`config.mk`:
```
export PLATFORM = sky130hd
export DESIGN_NAME = load_store_address_unit
export DESIGN_NICKNAME = d
export VERILOG_FILES = /design/src/rtl/lsau_pkg.sv /design/src/rtl/load_store_address_unit.sv /design/src/rtl/lsau_decode.sv
export SDC_FILE = /design/constraint.sdc
export NUM_CORES = 1
export LEC_CHECK = 0
export BUFFER_PORTS_ARGS = -buffer_cell sky130_fd_sc_hd__buf_2
export CORE_MARGIN = 4
export CORE_UTILIZATION = 52
export CTS_BUF_LIST = sky130_fd_sc_hd__clkbuf_4 sky130_fd_sc_hd__clkbuf_8
export CTS_CLUSTER_DIAMETER = 80
export CTS_CLUSTER_SIZE = 25
export DETAILED_ROUTE_END_ITERATION = 10
export PLACE_DENSITY = 0.78
export SLEW_MARGIN = 30
export SYNTH_ARGS = -nofsm -noshare
export SYNTH_HDL_FRONTEND = slang
export SYNTH_HIERARCHICAL = 1
export SYNTH_SLANG_ARGS = --single-unit
```
`constraint.sdc`:
```
create_clock -name clk_i -period 11.3 [get_ports clk_i]
set_input_delay 1.13 -clock clk_i [delete_from_list [all_inputs] [get_ports clk_i]]
set_output_delay 1.13 -clock clk_i [all_outputs]
set_load 0.01 [all_outputs]
```
`src/rtl/lsau_pkg.sv`:
```
`default_nettype none
// ----------------------------------------------------------------------------
// Load/store address unit package
// Item types, addressing mode codes and instruction bit positions.
// ----------------------------------------------------------------------------
package lsau_pkg;

  localparam int unsigned BitWide     = 30;
  localparam int unsigned BitLoad     = 22;
  localparam int unsigned BitUnsigned = 24;
  localparam int unsigned BitRegister = 21;
  localparam int unsigned BitPre      = 11;
  localparam int unsigned Imm19Width  = 19;
  localparam int unsigned Imm9Width   = 9;
  localparam int unsigned Imm12Width  = 12;

  typedef enum logic [2:0] {
    MODE_UNSIGNED = 3'd0,
    MODE_REGISTER = 3'd1,
    MODE_PRE      = 3'd2,
    MODE_POST     = 3'd3,
    MODE_LITERAL  = 3'd4
  } addr_mode_e;

  typedef struct packed {
    logic [31:0] instruction;
    logic [63:0] base_value;
    logic [63:0] index_value;
    logic [63:0] pc;
  } lsau_in_t;

  typedef struct packed {
    logic [63:0] mem_address;
    logic        is_load;
    logic        is_wide;
    logic [4:0]  target_reg;
    logic [4:0]  base_reg;
    logic [4:0]  index_reg;
    logic [2:0]  addr_mode;
    logic        base_writeback;
    logic [63:0] base_new_value;
  } lsau_out_t;

  typedef struct packed {
    logic [63:0] op_a;
    logic [63:0] op_b;
    logic        addr_is_base;
    logic        writeback;
    logic        is_load;
    logic        is_wide;
    logic [4:0]  target_reg;
    logic [4:0]  base_reg;
    logic [4:0]  index_reg;
    addr_mode_e  mode;
  } lsau_dec_t;

endpackage
`default_nettype wire

```
`src/rtl/load_store_address_unit.sv`:
```
`default_nettype none
// ----------------------------------------------------------------------------
// Load/store address unit
// Stages: decode, low-half add, high-half add into the output register,
// each registered in that order from input accept to output valid.
// Throughput: one item per cycle; each stage advances when the next is
// empty or advancing, so a stall backs up without loss.
// Reset: asynchronous, active low; clears the stage valid bits only.
// ----------------------------------------------------------------------------
module load_store_address_unit (
  input  wire                     clk_i,
  input  wire                     rst_ni,
  input  wire                     in_valid_i,
  output logic                    in_stall_o,
  input  wire lsau_pkg::lsau_in_t in_item_i,
  output logic                    out_valid_o,
  input  wire                     out_stall_i,
  output lsau_pkg::lsau_out_t     out_item_o
);
  import lsau_pkg::*;

  lsau_dec_t   dec;
  lsau_dec_t   s1_q;
  lsau_dec_t   s2_q;
  lsau_out_t   s3_d;
  lsau_out_t   s3_q;
  logic        v1_q, v2_q, v3_q;
  logic        adv1, adv2, adv3;
  logic [32:0] lo_sum;
  logic [31:0] lo_q;
  logic        carry_q;
  logic [31:0] hi_sum;
  logic [63:0] sum;

  lsau_decode u_decode (
    .item_i (in_item_i),
    .dec_o  (dec)
  );

  assign adv3       = !v3_q || !out_stall_i;
  assign adv2       = !v2_q || adv3;
  assign adv1       = !v1_q || adv2;
  assign in_stall_o = !adv1;

  assign lo_sum = {1'b0, s1_q.op_a[31:0]} + {1'b0, s1_q.op_b[31:0]};
  assign hi_sum = s2_q.op_a[63:32] + s2_q.op_b[63:32] + {31'd0, carry_q};
  assign sum    = {hi_sum, lo_q};

  always_comb begin
    s3_d                = '0;
    s3_d.mem_address    = s2_q.addr_is_base ? s2_q.op_a : sum;
    s3_d.is_load        = s2_q.is_load;
    s3_d.is_wide        = s2_q.is_wide;
    s3_d.target_reg     = s2_q.target_reg;
    s3_d.base_reg       = s2_q.base_reg;
    s3_d.index_reg      = s2_q.index_reg;
    s3_d.addr_mode      = s2_q.mode;
    s3_d.base_writeback = s2_q.writeback;
    s3_d.base_new_value = s2_q.writeback ? sum : 64'd0;
  end

  always_ff @(posedge clk_i or negedge rst_ni) begin
    if (!rst_ni) begin
      v1_q <= 1'b0;
      v2_q <= 1'b0;
      v3_q <= 1'b0;
    end else begin
      if (adv1) v1_q <= in_valid_i;
      if (adv2) v2_q <= v1_q;
      if (adv3) v3_q <= v2_q;
    end
  end

  always_ff @(posedge clk_i) begin
    if (adv1 && in_valid_i) s1_q <= dec;
    if (adv2 && v1_q) begin
      s2_q    <= s1_q;
      lo_q    <= lo_sum[31:0];
      carry_q <= lo_sum[32];
    end
    if (adv3 && v2_q) s3_q <= s3_d;
  end

  assign out_valid_o = v3_q;
  assign out_item_o  = s3_q;

endmodule
`default_nettype wire

```
`src/rtl/lsau_decode.sv`:
```
`default_nettype none
// ----------------------------------------------------------------------------
// Load/store address unit decoder
// Picks the addressing mode and the two adder operands from one item.
// ----------------------------------------------------------------------------
module lsau_decode (
  input  wire lsau_pkg::lsau_in_t item_i,
  output lsau_pkg::lsau_dec_t     dec_o
);
  import lsau_pkg::*;

  logic [31:0]           insn;
  logic [Imm19Width-1:0] imm19;
  logic [Imm9Width-1:0]  imm9;
  logic [Imm12Width-1:0] imm12;
  logic [63:0]           lit_off;
  logic [63:0]           simm9;
  logic [63:0]           uoff;

  assign insn    = item_i.instruction;
  assign imm19   = insn[23:5];
  assign imm9    = insn[20:12];
  assign imm12   = insn[21:10];
  assign lit_off = {{(64-Imm19Width-2){imm19[Imm19Width-1]}}, imm19, 2'b00};
  assign simm9   = {{(64-Imm9Width){imm9[Imm9Width-1]}}, imm9};
  assign uoff    = insn[BitWide] ? {{(64-Imm12Width-3){1'b0}}, imm12, 3'b000}
                                 : {{(64-Imm12Width-2){1'b0}}, imm12, 2'b00};

  always_comb begin
    dec_o              = '0;
    dec_o.is_wide      = insn[BitWide];
    dec_o.target_reg   = insn[4:0];
    dec_o.op_a         = item_i.base_value;
    dec_o.op_b         = uoff;
    dec_o.mode         = MODE_UNSIGNED;
    if (!insn[31]) begin
      dec_o.op_a    = item_i.pc;
      dec_o.op_b    = lit_off;
      dec_o.is_load = 1'b1;
      dec_o.mode    = MODE_LITERAL;
    end else begin
      dec_o.is_load  = insn[BitLoad];
      dec_o.base_reg = insn[9:5];
      priority if (insn[BitUnsigned]) begin
        dec_o.mode = MODE_UNSIGNED;
      end else if (insn[BitRegister]) begin
        dec_o.op_b      = item_i.index_value;
        dec_o.index_reg = insn[20:16];
        dec_o.mode      = MODE_REGISTER;
      end else if (insn[BitPre]) begin
        dec_o.op_b      = simm9;
        dec_o.writeback = 1'b1;
        dec_o.mode      = MODE_PRE;
      end else begin
        dec_o.op_b         = simm9;
        dec_o.writeback    = 1'b1;
        dec_o.addr_is_base = 1'b1;
        dec_o.mode         = MODE_POST;
      end
    end
  end

endmodule
`default_nettype wire
```
==> flow_summary.json <==
{
  "mostFrequentLayoutCells": "edfxtp_1 (450), buf_2 (372), mux2_2 (102)",
  "grt_pass1_wl_um": 70100,
  "maxCapViolations": 0,
  "final_common_cell": "edfxtp_1",
  "htree_levels": 1,
  "switching_share_pct": 27.9,
  "cts_made_buffers": 24,
  "gp_congestion": 0.945,
  "grt_usage_pct": 21.6,
  "cp-end-kind": "flip-flop",
  "reg2regPathDepth": 10,
  "seqPwrFrac_pct": 58.3,
  "clock_latency_ps": 620,
  "grt_setup_unrepaired": "no",
  "fillers": 2938,
  "p_leak_nw": 9.32,
  "pin_count": 379,
  "coreArea_mm2": 0.0380,
  "totalWireLength_um": 47400,
  "cts_tree": "done",
  "dieArea_mm2": 0.0421,
  "areaGrowthSynthToFinish_pct": 13.9,
  "period_needed_ps": 3840,
  "clk_transition_reported_paths_ps": 140,
  "r2r_slack_ps": 7460,
  "finalHoldViolCount": 0,
  "synth_cells": 1381,
  "ys_warn_count": 6,
  "postCtsSetupBuffers": 0,
  "viasPerCell": 5.62,
  "syn_area_mm2": 0.0202,
  "status": "finished, final reports clean",
  "dp_hpwl_um": 33400,
  "grt_pass1_vias": 12400,
  "synth_top_area_cell": "edfxtp_1",
  "setup_slack_ps": 7460,
  "tightest_slew_ps": 881,
  "stdcell_count": 2248,
  "synth_top_area_share_pct": 66.8,
  "vias": 12600,
  "hp-class": "input pin to asynchronous set/reset pin",
  "period_share_pct": 34.0,
  "nets": 2016,
  "clock_skew_ps": 23.7,
  "utilization_pct": 60.6,
  "initial_utilization_pct": 53.2,
  "max_clock_freq_ghz": 0.260,
  "cts_resized": 0,
  "dr.pass1.iters": 5,
  "die_w_um": 205,
  "clockRootBuffer": "clkbuf_8",
  "worstPathMaxFanout": 4,
  "dpl.cell_count": 2207,
  "grt-ovfl-total": 0,
  "power_mw": 3.75,
  "regToRegEndpoint": "out_item_o[141]",
  "cp.arrival_ps": 4210,
  "layout-drive-gt1-share_pct": 31.6,
  "cts_hold_buf": 0,
  "syn_avg_cell_area_um2": 14.6,
  "grt_max_degree": 79,
  "p_sw_mw": 1.04,
  "worstSetupPathType": "flip-flop to flip-flop",
  "synth-async-reset-ratio_pct": 0.662,
  "relSlewSlack_pct": 40.9,
  "ir_drop_mv": 0.0947,
  "fp-row-count": 71,
  "finalSetupViolCount": 0,
  "r2r-start": "s2_q[54]",
  "drc": 0,
  "ant_nets": 0,
  "synth_seq_cells": 453,
  "die_y_um": 205,
  "synth_area_leaders": "edfxtp_1 (67%), mux2_2 (5.7%), ha_1 (3.8%)",
  "clk_path_buf_depth": 3,
  "cellPowerDensity_mw_per_mm2": 163,
  "p_int_mw": 2.70,
  "pwr-share-comb_pct": 20.9,
  "final_max_slew_viol_count": 0,
  "power_frac_clock_pct": 20.8,
  "yosys.cell_types.count": 74,
  "syn-num-nets": 1674,
  "critPathRequiredTime_ps": 11660,
  "drt_iter0_drc": 902,
  "numPortBuffers": 373,
  "cts_num_sinks": 453,
  "synth-edff-count": 450,
  "place_ws_ps": 7580,
  "setup-tns-final_ps": 0,
  "startpoint_type": "flip-flop",
  "synth_flop_cell": "edfxtp_1",
  "wl_per_cell_um": 21.1,
  "yosysSeqAreaShare_pct": 67.2,
  "antenna_found_initial": 3
}
-- worst max-delay path: stages (launching register included) --
cell,delay (ps)
edfxtp_1,420
fa_1,480
fa_1,420
a21o_1,200
a21oi_1,330
o21ai_0,230
a21oi_1,420
o21ai_0,270
a211oi_1,450
xor2_1,240
o21ai_0,140
-- state kept, by name, indices dropped and copies added (netlist names) --
register and cells:
s2_q 118, carry_q 1, v2_q 1, out_valid_o 1, out_item_o 149, s1_q 150, v1_q 1, lo_q 32
-- stage by stage --
stage,hold WS [ps],cell area [um2]
after CTS,235,23000
after global routing,240,23000
after floorplan,400,20200
final,284,23000
after global placement,401,22500
after detailed placement,405,22500
-- cells by family after synthesis --
| group | count (synthesis) | share of synthesized area [%] |
|---|---|---|
| DFF | 453 | 67.2 |
| muxes | 121 | 6.62 |
| and+or+nand+nor | 256 | 6.27 |
| adders and majority gates | 65 | 4.13 |
| AOI/OAI and AO/OA | 327 | 10.9 |
| xor gates and xnor gates | 57 | 2.47 |
| buffers and inverters | 102 | 2.46 |
-- power by group through the flow --
| stage | clock network, mW | logic, mW | registers (mW) |
|---|---|---|---|
| after floorplan | 0 | 0.468 | 2.26 |
| after global placement | 0 | 0.757 | 2.22 |
| after detailed placement | 0 | 0.777 | 2.22 |
| after CTS | 0.802 | 0.780 | 2.19 |
| after global routing | 0.864 | 0.858 | 2.20 |
| final | 0.777 | 0.784 | 2.18 |
-- how the worst max path moves through the flow --
stage                            from              end  slack, ps  depth (start not counted)
after detailed placement     s2_q[54]  out_item_o[141]       7580                         10
after floorplan           out_stall_i    out_item_o[0]       2790                          1
after CTS                    s2_q[54]  out_item_o[141]       7560                         10
final                        s2_q[54]  out_item_o[141]       7460                         10
after global placement       s2_q[54]  out_item_o[141]       7660                         10
after global routing        s2_q[118]  out_item_o[141]       7360                         10
-- final cells by class --
| class | count | area, um2 | area share, % |
|---|---|---|---|
| sequential | 453 | 13600 | 59.0 |
| inverter | 32 | 120 | 0.521 |
| clock buffer | 28 | 367 | 1.59 |
| multi-input combinational | 826 | 6160 | 26.7 |
| antenna | 1 | 2.50 | 0.0109 |
| clock inverter | 11 | 146 | 0.636 |
| tap | 511 | 639 | 2.78 |
| timing repair buffer | 386 | 2010 | 8.75 |
-- metal layers --
metal	share of wire (%)	track usage, %
met1	41	29.5
met2	48	36.3
met3	7.7	3.07
met4	3.1	6.44
met5	0.034	0
-- cell usage after synthesis (all sizes together) (6+ instances only) --
library cell / n
edfxtp: 450
mux2: 102
a21oi: 88
a21o: 84
nand2: 73
ha: 62
nor2: 62
o21ai: 58
and2: 51
buf: 37
xnor2: 36
clkbuf: 33
inv: 31
xor2: 21
mux2i: 19
o21bai: 17
nand4: 16
nand2b: 12
o22ai: 9
o31ai: 9
a31oi: 8
nand3: 8
nor2b: 8
a211o: 7
and3: 6
nor3: 6
o211ai: 6
No activity file was read; power rests on OpenSTA's default activity.
